**config.mk**
```make
export PLATFORM = sky130hd
export DESIGN_NAME = tone_pattern_sequencer_flat
export DESIGN_NICKNAME = d
export VERILOG_FILES = /design/src/rtl/tps_pkg.sv /design/src/rtl/tps_cmd_if.sv /design/src/rtl/tps_res_if.sv /design/src/rtl/tps_cfg.sv /design/src/rtl/tps_core.sv /design/src/rtl/tone_pattern_sequencer.sv /design/src/flat_wrapper.sv
export SDC_FILE = /design/constraint.sdc
export NUM_CORES = 1
export LEC_CHECK = 0
export ABC_CLOCK_PERIOD_IN_PS = 5500
export BUFFER_PORTS_ARGS = -buffer_cell sky130_fd_sc_hd__clkbuf_2
export CAP_MARGIN = 20
export CORE_UTILIZATION = 40
export CTS_CLUSTER_SIZE = 24
export DETAILED_ROUTE_END_ITERATION = 12
export PLACE_DENSITY = 0.7
export SYNTH_ARGS = -nofsm -noshare
export SYNTH_HDL_FRONTEND = slang
export SYNTH_HIERARCHICAL = 1
export SYNTH_SLANG_ARGS = --single-unit
```
**constraint.sdc**
```tcl
create_clock -name i_clk -period 5.5 [get_ports i_clk]
set_input_delay 0.825 -clock i_clk [delete_from_list [all_inputs] [get_ports i_clk]]
set_output_delay 0.825 -clock i_clk [all_outputs]
set_load 0.02 [all_outputs]
```
**src/rtl/tps_pkg.sv**
```systemverilog
package tps_pkg;

    localparam int FREQ_W     = 16;
    localparam int MS_W       = 16;
    localparam int PAT_W      = 4;
    localparam int IDX_W      = 4;
    localparam int NUM_PAT    = 9;
    localparam int MAX_STEPS  = 12;
    localparam int CFG_ADDR_W = 3;
    localparam int CFG_DATA_W = 32;

    // register index, taken from paddr[2]
    localparam logic REG_ENABLED = 1'b0;

    typedef enum logic [1:0] {
        OP_TICK = 2'd0,
        OP_TONE = 2'd1,
        OP_PLAY = 2'd2,
        OP_STOP = 2'd3
    } t_opcode;

    typedef struct packed {
        t_opcode             opcode;
        logic [FREQ_W-1:0]   tone_freq;
        logic [MS_W-1:0]     tone_ms;
        logic [PAT_W-1:0]    pattern_id;
    } t_cmd;

    typedef struct packed {
        logic [FREQ_W-1:0]   sounding_freq;
        logic                busy_res;
        logic [PAT_W-1:0]    active_pattern;
    } t_res;

    typedef struct packed {
        logic [FREQ_W-1:0]   freq;
        logic [MS_W-1:0]     dur;
    } t_step;

    localparam logic [FREQ_W-1:0] ROM_FREQ [0:NUM_PAT][0:MAX_STEPS-1] = '{
        '{16'd0, 16'd0, 16'd0, 16'd0, 16'd0, 16'd0,
          16'd0, 16'd0, 16'd0, 16'd0, 16'd0, 16'd0},
        '{16'd988, 16'd1319, 16'd0, 16'd0, 16'd0, 16'd0,
          16'd0, 16'd0, 16'd0, 16'd0, 16'd0, 16'd0},
        '{16'd262, 16'd196, 16'd0, 16'd0, 16'd0, 16'd0,
          16'd0, 16'd0, 16'd0, 16'd0, 16'd0, 16'd0},
        '{16'd523, 16'd659, 16'd784, 16'd1047, 16'd1319, 16'd1568,
          16'd0, 16'd0, 16'd0, 16'd0, 16'd0, 16'd0},
        '{16'd1319, 16'd1568, 16'd2637, 16'd2093, 16'd2349, 16'd3136,
          16'd0, 16'd0, 16'd0, 16'd0, 16'd0, 16'd0},
        '{16'd523, 16'd659, 16'd784, 16'd1047, 16'd784, 16'd659,
          16'd523, 16'd587, 16'd698, 16'd880, 16'd1175, 16'd0},
        '{16'd2000, 16'd0, 16'd2000, 16'd0, 16'd2000, 16'd0,
          16'd0, 16'd0, 16'd0, 16'd0, 16'd0, 16'd0},
        '{16'd800, 16'd0, 16'd800, 16'd0, 16'd0, 16'd0,
          16'd0, 16'd0, 16'd0, 16'd0, 16'd0, 16'd0},
        '{16'd523, 16'd659, 16'd784, 16'd1047, 16'd0, 16'd0,
          16'd0, 16'd0, 16'd0, 16'd0, 16'd0, 16'd0},
        '{16'd200, 16'd0, 16'd150, 16'd0, 16'd0, 16'd0,
          16'd0, 16'd0, 16'd0, 16'd0, 16'd0, 16'd0}
    };

    localparam logic [MS_W-1:0] ROM_DUR [0:NUM_PAT][0:MAX_STEPS-1] = '{
        '{16'd0, 16'd0, 16'd0, 16'd0, 16'd0, 16'd0,
          16'd0, 16'd0, 16'd0, 16'd0, 16'd0, 16'd0},
        '{16'd100, 16'd400, 16'd0, 16'd0, 16'd0, 16'd0,
          16'd0, 16'd0, 16'd0, 16'd0, 16'd0, 16'd0},
        '{16'd50, 16'd100, 16'd0, 16'd0, 16'd0, 16'd0,
          16'd0, 16'd0, 16'd0, 16'd0, 16'd0, 16'd0},
        '{16'd60, 16'd60, 16'd60, 16'd60, 16'd60, 16'd200,
          16'd0, 16'd0, 16'd0, 16'd0, 16'd0, 16'd0},
        '{16'd100, 16'd100, 16'd100, 16'd100, 16'd100, 16'd300,
          16'd0, 16'd0, 16'd0, 16'd0, 16'd0, 16'd0},
        '{16'd150, 16'd150, 16'd150, 16'd300, 16'd150, 16'd150,
          16'd300, 16'd150, 16'd150, 16'd150, 16'd400, 16'd0},
        '{16'd100, 16'd50, 16'd100, 16'd50, 16'd100, 16'd0,
          16'd0, 16'd0, 16'd0, 16'd0, 16'd0, 16'd0},
        '{16'd200, 16'd100, 16'd200, 16'd0, 16'd0, 16'd0,
          16'd0, 16'd0, 16'd0, 16'd0, 16'd0, 16'd0},
        '{16'd100, 16'd100, 16'd100, 16'd200, 16'd0, 16'd0,
          16'd0, 16'd0, 16'd0, 16'd0, 16'd0, 16'd0},
        '{16'd200, 16'd100, 16'd300, 16'd0, 16'd0, 16'd0,
          16'd0, 16'd0, 16'd0, 16'd0, 16'd0, 16'd0}
    };

    // out-of-range pattern or index reads as the terminator
    function automatic t_step rom_step(input logic [PAT_W-1:0] pat,
                                       input logic [IDX_W-1:0] idx);
        t_step s;
        s = '0;
        if (pat <= PAT_W'(NUM_PAT) && idx < IDX_W'(MAX_STEPS)) begin
            s.freq = ROM_FREQ[pat][idx];
            s.dur  = ROM_DUR[pat][idx];
        end
        return s;
    endfunction

endpackage

```
**src/rtl/tps_cmd_if.sv**
```systemverilog
interface tps_cmd_if;
    logic                          valid;
    logic                          ready;
    logic [1:0]                    opcode;
    logic [tps_pkg::FREQ_W-1:0]    tone_freq;
    logic [tps_pkg::MS_W-1:0]      tone_ms;
    logic [tps_pkg::PAT_W-1:0]     pattern_id;

    modport source (output valid, output opcode, output tone_freq, output tone_ms,
                    output pattern_id, input ready);
    modport sink   (input valid, input opcode, input tone_freq, input tone_ms,
                    input pattern_id, output ready);
endinterface

```
**src/rtl/tps_res_if.sv**
```systemverilog
interface tps_res_if;
    logic                          valid;
    logic                          ready;
    logic [tps_pkg::FREQ_W-1:0]    sounding_freq;
    logic                          busy_res;
    logic [tps_pkg::PAT_W-1:0]     active_pattern;

    modport source (output valid, output sounding_freq, output busy_res,
                    output active_pattern, input ready);
    modport sink   (input valid, input sounding_freq, input busy_res,
                    input active_pattern, output ready);
endinterface

```
**src/rtl/tps_cfg.sv**
```systemverilog
module tps_cfg (
    input  logic                              i_clk,
    input  logic                              i_rst_n,
    input  logic                              psel,
    input  logic                              penable,
    input  logic                              pwrite,
    input  logic [tps_pkg::CFG_ADDR_W-1:0]    paddr,
    input  logic [tps_pkg::CFG_DATA_W-1:0]    pwdata,
    output logic [tps_pkg::CFG_DATA_W-1:0]    prdata,
    output logic                              pready,
    output logic                              o_enabled
);

    logic r_enabled;
    logic n_enabled;
    logic wr_en;

    assign pready = 1'b1;
    assign wr_en  = psel && penable && pwrite && pready;

    always_comb begin
        n_enabled = r_enabled;
        if (wr_en && paddr[2] == tps_pkg::REG_ENABLED) begin
            n_enabled = pwdata[0];
        end
    end

    always_ff @(posedge i_clk) begin
        if (!i_rst_n) begin
            r_enabled <= 1'b0;
        end else begin
            r_enabled <= n_enabled;
        end
    end

    always_comb begin
        prdata = '0;
        if (paddr[2] == tps_pkg::REG_ENABLED) begin
            prdata[0] = r_enabled;
        end
    end

    assign o_enabled = r_enabled;

endmodule

```
**src/rtl/tps_core.sv**
```systemverilog
module tps_core (
    input  logic            i_clk,
    input  logic            i_rst_n,
    input  logic            i_advance,
    input  logic            i_enabled,
    input  tps_pkg::t_cmd   i_cmd,
    output tps_pkg::t_res   o_res
);

    logic [tps_pkg::FREQ_W-1:0] r_current_freq, n_current_freq;
    logic [tps_pkg::MS_W-1:0]   r_tone_left, n_tone_left;
    logic                       r_tone_timed, n_tone_timed;
    logic [tps_pkg::PAT_W-1:0]  r_pattern_now, n_pattern_now;
    logic [tps_pkg::IDX_W-1:0]  r_step_index, n_step_index;
    logic [tps_pkg::MS_W-1:0]   r_step_elapsed, n_step_elapsed;

    tps_pkg::t_step             cur_step;
    tps_pkg::t_step             nxt_step;
    tps_pkg::t_step             first_step;
    logic [tps_pkg::IDX_W-1:0]  nxt_idx;
    logic [tps_pkg::MS_W-1:0]   elapsed_inc;
    logic                       do_stop;
    logic                       pat_bad;

    assign nxt_idx     = r_step_index + 1'b1;
    assign cur_step    = tps_pkg::rom_step(r_pattern_now, r_step_index);
    assign nxt_step    = tps_pkg::rom_step(r_pattern_now, nxt_idx);
    assign first_step  = tps_pkg::rom_step(i_cmd.pattern_id, '0);
    assign elapsed_inc = (r_step_elapsed != '1) ? r_step_elapsed + 1'b1 : r_step_elapsed;
    assign pat_bad     = (i_cmd.pattern_id == '0)
                      || (i_cmd.pattern_id > tps_pkg::PAT_W'(tps_pkg::NUM_PAT));

    always_comb begin
        n_current_freq = r_current_freq;
        n_tone_left    = r_tone_left;
        n_tone_timed   = r_tone_timed;
        n_pattern_now  = r_pattern_now;
        n_step_index   = r_step_index;
        n_step_elapsed = r_step_elapsed;
        do_stop        = 1'b0;
        case (i_cmd.opcode)
            tps_pkg::OP_TICK: begin
                if (r_tone_timed && r_tone_left <= tps_pkg::MS_W'(1)) begin
                    do_stop = 1'b1;
                end else begin
                    if (r_tone_timed) begin
                        n_tone_left = r_tone_left - 1'b1;
                    end
                    if (r_pattern_now != '0) begin
                        if (cur_step.freq == '0 && cur_step.dur == '0) begin
                            do_stop = 1'b1;
                        end else if (elapsed_inc >= cur_step.dur) begin
                            // step boundary: pause steps load a zero frequency
                            if (nxt_step.freq == '0 && nxt_step.dur == '0) begin
                                do_stop = 1'b1;
                            end else begin
                                n_step_index   = nxt_idx;
                                n_step_elapsed = '0;
                                n_current_freq = nxt_step.freq;
                            end
                        end else begin
                            n_step_elapsed = elapsed_inc;
                        end
                    end
                end
            end
            tps_pkg::OP_TONE: begin
                if (i_enabled) begin
                    if (i_cmd.tone_freq == '0) begin
                        do_stop = 1'b1;
                    end else begin
                        n_current_freq = i_cmd.tone_freq;
                        n_tone_timed   = (i_cmd.tone_ms != '0);
                        n_tone_left    = i_cmd.tone_ms;
                    end
                end
            end
            tps_pkg::OP_PLAY: begin
                if (pat_bad) begin
                    do_stop = 1'b1;
                end else begin
                    n_pattern_now  = i_cmd.pattern_id;
                    n_step_index   = '0;
                    n_step_elapsed = '0;
                    // first step sounds untimed, only when enabled
                    if (i_enabled && first_step.freq != '0) begin
                        n_current_freq = first_step.freq;
                        n_tone_timed   = 1'b0;
                        n_tone_left    = '0;
                    end
                end
            end
            default: begin
                do_stop = 1'b1;
            end
        endcase
        if (do_stop) begin
            n_current_freq = '0;
            n_tone_left    = '0;
            n_tone_timed   = 1'b0;
            n_pattern_now  = '0;
            n_step_index   = '0;
            n_step_elapsed = '0;
        end
    end

    always_ff @(posedge i_clk) begin
        if (!i_rst_n) begin
            r_current_freq <= '0;
            r_tone_left    <= '0;
            r_tone_timed   <= 1'b0;
            r_pattern_now  <= '0;
            r_step_index   <= '0;
            r_step_elapsed <= '0;
        end else if (i_advance) begin
            r_current_freq <= n_current_freq;
            r_tone_left    <= n_tone_left;
            r_tone_timed   <= n_tone_timed;
            r_pattern_now  <= n_pattern_now;
            r_step_index   <= n_step_index;
            r_step_elapsed <= n_step_elapsed;
        end
    end

    assign o_res.sounding_freq  = n_current_freq;
    assign o_res.busy_res       = (n_current_freq != '0) || (n_pattern_now != '0);
    assign o_res.active_pattern = n_pattern_now;

    a_timed_has_time: assert property (@(posedge i_clk) disable iff (!i_rst_n)
        r_tone_timed |-> r_tone_left != '0)
        else $error("timed tone with no time left");

    a_pattern_range: assert property (@(posedge i_clk) disable iff (!i_rst_n)
        r_pattern_now <= tps_pkg::PAT_W'(tps_pkg::NUM_PAT))
        else $error("pattern number out of range");

    a_idle_cursor: assert property (@(posedge i_clk) disable iff (!i_rst_n)
        r_pattern_now == '0 |-> r_step_index == '0 && r_step_elapsed == '0)
        else $error("step cursor set with no pattern");

    a_stop_clears: assert property (@(posedge i_clk) disable iff (!i_rst_n)
        i_advance && i_cmd.opcode == tps_pkg::OP_STOP
        |=> r_current_freq == '0 && r_pattern_now == '0 && !r_tone_timed)
        else $error("stop left state behind");

endmodule

```
**src/rtl/tone_pattern_sequencer.sv**
```systemverilog
// channel   dir  handshake      payload
// i_cmd     in   valid/ready    opcode, tone_freq, tone_ms, pattern_id
// o_res     out  valid/ready    sounding_freq, busy_res, active_pattern
// apb       in   psel/penable   paddr, pwdata, prdata (enabled at 0x0)
//
// one beat per cycle sustained while o_res.ready is high; a command beat
// passes through the input register, then the result register
// state update and ROM step lookups are one combinational pass per beat
// reset (i_rst_n low, synchronous) clears enabled, all sequencer state, valids
// a stalled result holds; a second command still lands in the input register
module tone_pattern_sequencer (
    input  logic                              i_clk,
    input  logic                              i_rst_n,
    tps_cmd_if.sink                           i_cmd,
    tps_res_if.source                         o_res,
    input  logic                              psel,
    input  logic                              penable,
    input  logic                              pwrite,
    input  logic [tps_pkg::CFG_ADDR_W-1:0]    paddr,
    input  logic [tps_pkg::CFG_DATA_W-1:0]    pwdata,
    output logic [tps_pkg::CFG_DATA_W-1:0]    prdata,
    output logic                              pready
);

    logic           r_in_valid;
    tps_pkg::t_cmd  r_in;
    logic           r_res_valid;
    tps_pkg::t_res  r_res;
    logic           advance;
    logic           enabled;
    tps_pkg::t_res  core_res;

    assign advance     = r_in_valid && (!r_res_valid || o_res.ready);
    assign i_cmd.ready = !r_in_valid || advance;

    always_ff @(posedge i_clk) begin
        if (!i_rst_n) begin
            r_in_valid  <= 1'b0;
            r_res_valid <= 1'b0;
        end else begin
            if (i_cmd.ready) begin
                r_in_valid <= i_cmd.valid;
            end
            if (advance) begin
                r_res_valid <= 1'b1;
            end else if (o_res.ready) begin
                r_res_valid <= 1'b0;
            end
        end
    end

    always_ff @(posedge i_clk) begin
        if (i_cmd.valid && i_cmd.ready) begin
            r_in.opcode     <= tps_pkg::t_opcode'(i_cmd.opcode);
            r_in.tone_freq  <= i_cmd.tone_freq;
            r_in.tone_ms    <= i_cmd.tone_ms;
            r_in.pattern_id <= i_cmd.pattern_id;
        end
        if (advance) begin
            r_res <= core_res;
        end
    end

    tps_cfg u_cfg (
        .i_clk     (i_clk),
        .i_rst_n   (i_rst_n),
        .psel      (psel),
        .penable   (penable),
        .pwrite    (pwrite),
        .paddr     (paddr),
        .pwdata    (pwdata),
        .prdata    (prdata),
        .pready    (pready),
        .o_enabled (enabled)
    );

    tps_core u_core (
        .i_clk     (i_clk),
        .i_rst_n   (i_rst_n),
        .i_advance (advance),
        .i_enabled (enabled),
        .i_cmd     (r_in),
        .o_res     (core_res)
    );

    assign o_res.valid          = r_res_valid;
    assign o_res.sounding_freq  = r_res.sounding_freq;
    assign o_res.busy_res       = r_res.busy_res;
    assign o_res.active_pattern = r_res.active_pattern;

endmodule
```
**src/flat_wrapper.sv**
```systemverilog
// flat-port wrapper written by rule: the top's interface ports become plain ports
module tone_pattern_sequencer_flat 
  (i_clk, i_rst_n, psel, penable, pwrite, paddr, pwdata, prdata, pready, i_cmd_valid, i_cmd_opcode, i_cmd_tone_freq, i_cmd_tone_ms, i_cmd_pattern_id, i_cmd_ready, o_res_valid, o_res_sounding_freq, o_res_busy_res, o_res_active_pattern, o_res_ready);
  tps_cmd_if i_cmd_i ();
  tps_res_if o_res_i ();
  input  logic i_clk;
  input  logic i_rst_n;
  input  logic psel;
  input  logic penable;
  input  logic pwrite;
  input  logic [tps_pkg::CFG_ADDR_W-1:0] paddr;
  input  logic [tps_pkg::CFG_DATA_W-1:0] pwdata;
  output logic [tps_pkg::CFG_DATA_W-1:0] prdata;
  output logic pready;
  input wire logic [$bits(i_cmd_i.valid)-1:0] i_cmd_valid;
  input wire logic [$bits(i_cmd_i.opcode)-1:0] i_cmd_opcode;
  input wire logic [$bits(i_cmd_i.tone_freq)-1:0] i_cmd_tone_freq;
  input wire logic [$bits(i_cmd_i.tone_ms)-1:0] i_cmd_tone_ms;
  input wire logic [$bits(i_cmd_i.pattern_id)-1:0] i_cmd_pattern_id;
  output wire logic [$bits(i_cmd_i.ready)-1:0] i_cmd_ready;
  output wire logic [$bits(o_res_i.valid)-1:0] o_res_valid;
  output wire logic [$bits(o_res_i.sounding_freq)-1:0] o_res_sounding_freq;
  output wire logic [$bits(o_res_i.busy_res)-1:0] o_res_busy_res;
  output wire logic [$bits(o_res_i.active_pattern)-1:0] o_res_active_pattern;
  input wire logic [$bits(o_res_i.ready)-1:0] o_res_ready;
  assign i_cmd_i.valid = i_cmd_valid;
  assign i_cmd_i.opcode = i_cmd_opcode;
  assign i_cmd_i.tone_freq = i_cmd_tone_freq;
  assign i_cmd_i.tone_ms = i_cmd_tone_ms;
  assign i_cmd_i.pattern_id = i_cmd_pattern_id;
  assign i_cmd_ready = i_cmd_i.ready;
  assign o_res_valid = o_res_i.valid;
  assign o_res_sounding_freq = o_res_i.sounding_freq;
  assign o_res_busy_res = o_res_i.busy_res;
  assign o_res_active_pattern = o_res_i.active_pattern;
  assign o_res_i.ready = o_res_ready;
  tone_pattern_sequencer u_core (.i_clk(i_clk), .i_rst_n(i_rst_n), .i_cmd(i_cmd_i), .o_res(o_res_i), .psel(psel), .penable(penable), .pwrite(pwrite), .paddr(paddr), .pwdata(pwdata), .prdata(prdata), .pready(pready));
endmodule
```
Word-level counts from Yosys, hierarchy flattened
Memory sizes are Yosys's and may differ from the RTL's.
Index checks and enable logic that the tools add are counted.
{"block": "word_totals", "regBits": 119, "mem_bits_ro": 12288, "output_inout_bits": 56, "elab_cells": 170, "mem_count": 4}
{"name": "(no name shown)", "depth": 16, "width": 192, "rd": 1, "rd_clocked_by_memory_dff": 0, "wr": 0, "line": "tps_pkg.sv:93", "text": "s.dur = ROM_DUR[pat][idx];"}
{"name": "(no name shown)", "depth": 16, "width": 192, "rd": 1, "rd_clocked_by_memory_dff": 0, "wr": 0, "line": "tps_pkg.sv:92", "text": "s.freq = ROM_FREQ[pat][idx];"}
{"name": "(no name shown)", "depth": 16, "width": 192, "rd": 1, "rd_clocked_by_memory_dff": 0, "wr": 0, "line": "tps_pkg.sv:93"}
{"name": "(no name shown)", "depth": 16, "width": 192, "rd": 1, "rd_clocked_by_memory_dff": 0, "wr": 0, "line": "tps_pkg.sv:92"}
{"block": "classes", "addsub": 3, "magnitude_cmp": 11, "n_eq_ne": 14, "muxes": 80, "bitwise": 5, "reduce_logical": 37}
{"cell": "2-to-1 mux 192 bit", "n": 8}
{"cell": "2-to-1 mux 16 bit", "n": 33}
{"cell": "binary-select mux 16 bit (select 4 bit)", "n": 4}
{"cell": "2-to-1 mux 32 bit", "n": 3}
{"cell": "one-hot mux 16 bit (3 select lines)", "n": 2}
{"cell": "zero test 16 bit", "n": 5}
{"cell": "nonzero test 16 bit", "n": 3}
{"cell": "2-to-1 mux 4 bit", "n": 10}
{"cell": "one-hot mux 16 bit (2 select lines)", "n": 1}
{"cell": "inequality test 3 bit, second input constant", "n": 9}
{"cell": "greater-or-equal comparator 5 bit, second input constant", "n": 4}
{"cell": "inverter 4 -> 5 bit", "n": 4}
{"cell": "adder 16 x 1 -> 16 bit, second input constant", "n": 1}
{"cell": "greater-or-equal comparator 16 bit", "n": 1}
{"cell": "<= comparator 16 x 1 -> 1 bit, second input constant", "n": 1}
{"cell": "2-to-1 mux 1 bit", "n": 16}
{"cell": "inequality test 16 bit, second input constant", "n": 1}
{"cell": "AND reduction 8 bit", "n": 2}
{"cell": "subtractor 16 x 1 -> 16 bit, second input constant", "n": 1}
{"cell": "nonzero test 4 bit", "n": 3}
{"cell": "logical AND 1 bit", "n": 11}
{"cell": "<= comparator 4 bit, second input constant", "n": 2}
{"cell": "less-than comparator 4 bit, second input constant", "n": 2}
{"cell": "one-hot mux 4 bit (2 select lines)", "n": 1}
{"cell": "17 further kinds", "n": 22}

Logic depth before layout (Yosys ltp)
{"block": "depth", "ltp_word": 19, "mapped_depth": 25, "depth_no_buf": 21}

Modules after synthesis
Netlist, hierarchy kept.
{"module": "tps_core", "instances": 1, "cells_per_inst": 1065, "area_each_um2": 7450.9, "seq_area_each_um2": 1141.1}
{"module": "tone_pattern_sequencer", "instances": 1, "cells_per_inst": 68, "area_each_um2": 1875.5, "seq_area_each_um2": 1811.7}
{"module": "tps_cfg", "instances": 1, "cells_per_inst": 40, "area_each_um2": 315.3, "seq_area_each_um2": 20.0}

Least setup slack after synthesis
No wires, ideal clock.
{"block": "synth_path", "path_type": "reg-to-reg", "from": "reg u_core/u_core/r_pattern_now[0] (netlist bit)", "to": "reg u_core.r_res (netlist bit u_core/o_res.busy_res) (data pin)", "setup_time_ns": 0.272, "arrival_time_ns": 4.604, "path_slack_ns": 0.625, "stages_incl_launch_ff": 25, "path_cell_list": "dfxtp_1 > buf_2 > inv_1 > ha_1 > clkbuf_1 > buf_2 > nand2_1 > o21ai_1 > o2bb2ai_1 > a21oi_1 > a311o_1 > nand2_1 > ha_1 > a211oi_1 > o211ai_1 > a31oi_1 > nor4_2 > a211oi_4 > a21o_1 > a31o_2 > nor2_2 > a2111oi_2 > o2111ai_1 > o41ai_1 > or4b_1"}
{"element": "start, declared", "line": "tps_core.sv:13", "text": "logic [tps_pkg::PAT_W-1:0] r_pattern_now, n_pattern_now;"}
{"element": "start signal, assigned", "line": "tps_core.sv:119", "text": "r_pattern_now <= n_pattern_now;"}
{"element": "end signal, assigned", "line": "tone_pattern_sequencer.sv:60", "text": "r_res <= core_res;"}
{"element": "end, declared", "line": "tone_pattern_sequencer.sv:28", "text": "tps_pkg::t_res r_res;"}

==> results.py <==
metrics = {
    "cells_and_area": {
        "multi_input_area_sq_um": 5969,
        "syn_to_final_growth_pct": 15.56,
        "final_area_sq_um": 11140,
        "register_area_sq_um": 2978,
        "drive_gt1_frac": 0.1965,
        "nNetsFinal": 1367,
        "fillCellCount": 2350,
        "final_util": 0.4733,
        "insertedDiodeCount": 0,
        "fin_cells": 1591,
    },
    "drt": {
        "drt_first_iter_violations": 886,
        "routed_wl_microns": 31310,
        "viasPerCell": 6.032,
        "ant_nets": 0,
        "drc": 0,
        "wl_per_cell_microns": 19.68,
        "num_vias": 9597,
        "dr.pass1.iters": 6,
    },
    "power_and_ir_drop": {
        "switchingPower_uw": 767.1,
        "ir_worst_vdd_mv": 0.2338,
        "clkPwrFrac": 0.431,
        "p_total_mw": 2.658,
        "p_sw_frac": 0.2886,
        "p_leak_nw": 4.389,
        "p_int_mw": 1.891,
        "seq_power_share": 0.379,
        "combinationalPowerShare": 0.190,
        "power_density_nw_per_um2": 238.5,
    },
    "sta": {
        "period_minus_slack_ps": 5245,
        "clock-skew-final_ps": 9.679,
        "slew_violations": 0,
        "fmax_mhz": 190.7,
        "hold_viol": 0,
        "finalSetupTns_ps": 0,
        "setup_viol": 0,
        "finalCritPeriodShare": 0.9536,
        "worst_slew_pin_slew_ps": 812.5,
        "rsz0062_at_grt": "false",
        "setup_ws_ps": 255.3,
        "hold_ws_ps": 491.4,
        "relSlewSlack": 0.4583,
    },
    "worst_setup_path": {
        "r2r-end": "u_core/o_res.busy_res$_DFFE_PP_",
        "reg2reg_from": "u_core/u_core/r_pattern_now[3]$_SDFFE_PN0P_",
        "r2r_setup_slack_ps": 260,
        "cp-end-kind": "flip-flop",
        "slowest_stage": "dfxtp_1",
        "critPathBufInv": 2,
        "cpPeakStageDelay_ps": 760,
        "arrival_ps": 5410,
        "crit_chain": "buf_4 > buf_4 > and3b_1 > a21o_1 > nand2_1 > a221oi_1 > ha_1 > nor2b_1 > o211ai_1 > a31oi_1 > nor4_2 > a211oi_4 > a21o_1 > a31oi_4 > a21oi_1 > a211oi_1 > nand3_1 > o41ai_2 > or4b_1",
        "rr_worst_depth": 19,
        "startpoint_type": "flip-flop",
        "cp_max_fo": 19,
        "cpLargestDelayFamily": "compound AO/OA/AOI/OAI gates",
        "critPathKind": "flip-flop to flip-flop",
        "worstPathRequired_ps": 5660,
    },
    "place": {
        "hpwlAfterDp_microns": 23100,
        "pre_cts_ws_ps": 160.8,
        "post_dp_cell_area_sq_um": 10480,
        "post-place-cells": 1558,
        "io_buffer_count": 70,
        "gp_congestion": 0.9820,
    },
    "floorplan": {
        "die_area_sq_um": 24730,
        "die_y_microns": 157.3,
        "num_rows": 56,
        "core_sq_um": 23540,
        "pin_count": 136,
        "start_util": 0.4095,
        "fp.dieW_microns": 157.3,
    },
    "clocking": {
        "clk_latency_ps": 420,
        "cts_root_buf": "clkbuf_16",
        "cts_tree": "yes",
        "clockBufferDepth": 2,
        "h-tree-depth": 4,
        "cts_sinks": 119,
        "cts-hold-fix-buffers": 0,
        "clk_pin_slew_ps": 60,
        "cts_buffers": 17,
    },
    "global_routing": {
        "antenna_found_initial": 0,
        "grt_pass1_vias": 8804,
        "grt_max_degree": 43,
        "grt_pass1_wl_microns": 48980,
        "overflow": 0,
        "grt_usage": 0.2568,
    },
    "hold_path": {
        "hold_path.class": "flip-flop to flip-flop",
        "worstHoldStart": "u_core/u_core/r_tone_left[5]$_SDFFE_PN0P_",
        "min_delay_path_depth": 2,
        "holdPathEnd": "u_core/u_core/r_tone_left[5]$_SDFFE_PN0P_",
    },
    "yosys": {
        "synth_top_cell_by_area": "edfxtp_1",
        "synth_cell_types": 103,
        "netlist_top_cells_area": "edfxtp_1 18%, dfxtp_1 12%, nand2_1 4.5%",
        "synth_seq_cells": 119,
        "async_flop_share": 0,
        "synth_area_sq_um": 9642,
        "synth_top_area_share": 0.1838,
        "syn-mean-instance-area_sq_um": 8.220,
        "ys_warn_count": 6,
        "yosysMostFrequentCell": "nand2_1",
        "synth_edf_count": 59,
        "yosys-top-cells-count": "116 x nand2_1, 99 x nor2_1, 84 x a21oi_1, 83 x o21ai_0, 60 x dfxtp_1",
        "ys_seq_area_frac": 0.3083,
        "netlist_instances": 1173,
        "synthFlopType": "dfxtp_1",
    },
    "status": {
        "status": "finished, final reports clean",
    },
    "run": {
        "maxCapViolations": 0,
    },
}
[power by group through the flow]
stage          clock [mW]  combinational, mW  sequential (mW)
2_1_floorplan           0              0.360             1.02
3_3_place_gp            0              0.485             1.02
3_5_place_dp            0              0.487             1.03
4_1_cts              1.17              0.490             1.01
5_1_grt              1.20              0.547             1.01
6_report             1.15              0.504             1.01
[state kept, by name (all words and copies together) (netlist names)]
name and flops:
u_core/u_core/r_step_elapsed 16, u_core/o_res.sounding_freq 16, u_core/u_cfg/o_enabled 1, u_core/u_core/r_pattern_now 4
u_core/o_res.valid 1, u_core/o_res.busy_res 1, u_core/u_core/r_tone_timed 1, u_core/u_core/r_current_freq 16
u_core/u_core/r_step_index 4, u_core/u_core/r_tone_left 16, u_core/o_res.active_pattern 4, u_core/r_in 38
u_core/r_in_valid 1
[worst max-delay path by stage]
stage                                                       from                               to  slack (ps)  cells past startpoint
CTS                  u_core/u_core/r_pattern_now[0]$_SDFFE_PN0P_  u_core/o_res.busy_res$_DFFE_PP_         140                     20
floorplan            u_core/u_core/r_pattern_now[0]$_SDFFE_PN0P_  u_core/o_res.busy_res$_DFFE_PP_         620                     24
finish               u_core/u_core/r_pattern_now[3]$_SDFFE_PN0P_  u_core/o_res.busy_res$_DFFE_PP_         260                     19
global route        u_core/u_core/r_step_elapsed[1]$_SDFFE_PN0P_  u_core/o_res.busy_res$_DFFE_PP_          50                     21
detailed placement   u_core/u_core/r_pattern_now[0]$_SDFFE_PN0P_  u_core/o_res.busy_res$_DFFE_PP_         160                     20
global placement     u_core/u_core/r_pattern_now[1]$_SDFFE_PN0P_  u_core/o_res.busy_res$_DFFE_PP_         200                     20
[layout make-up]
| cell class | count | share of cell area |
|---|---|---|
| Clock buffer | 19 | 0.03975 |
| Clock inverter | 13 | 0.01516 |
| Inverter | 36 | 0.01213 |
| Multi-Input combinational cell | 928 | 0.5358 |
| Sequential cell | 119 | 0.2673 |
| Tap cell | 319 | 0.03582 |
| Timing Repair Buffer | 157 | 0.09411 |
[layout by cell type (no fill, tap or decap), drive strengths merged, types with 10 or more instances in the layout]
master  count
buf        87
nand2b     23
xnor2      16
edfxtp     59
and3       11
mux2i      35
mux2       11
conb       32
clkbuf     89
dfxtp      60
nor2      100
o22ai      13
ha         28
o21ai      91
nand4      34
nand3b     10
a31oi      10
nor4       18
nor3       23
o31ai      12
nand3      26
a211oi     13
nor2b      20
nand2     118
inv        38
a21oi      85
and2       11
[tightest hold or removal path: stages, from the launching register on]
cell and delay (ps):
dfxtp_1 330, nand2_1 50, o21ai_0 60
[kinds of logic after synthesis]
logic type      after synthesis  synth area share
compound gates              364            0.2585
xor+xnor                     25           0.02349
fa+ha+maj                    28           0.03634
buf+inv                     156           0.08850
flops                       119            0.3083
mux                          46           0.04918
other cells                   2         0.0007789
simple gates                433            0.2349
[repair_timing]
| item | 4_1_cts | 5_1_grt |
|---|---|---|
| gates resized for setup | 0 | 8 |
| endpoints found under the setup margin | 0 | 14 |
| setup buffers | 0 | 0 |
[layer usage]
| metal | vias to the layer above | routed length, microns | track usage |
|---|---|---|---|
| li1 | 4506 | - | - |
| met1 | 4542 | 13910 | 0.3374 |
| met2 | 471 | 14190 | 0.4035 |
| met3 | 78 | 2119 | 0.04708 |
| met4 | 0 | 1095 | 0.1267 |
| met5 | - | 0 | 0 |
No activity file was read; power rests on OpenSTA's default activity.
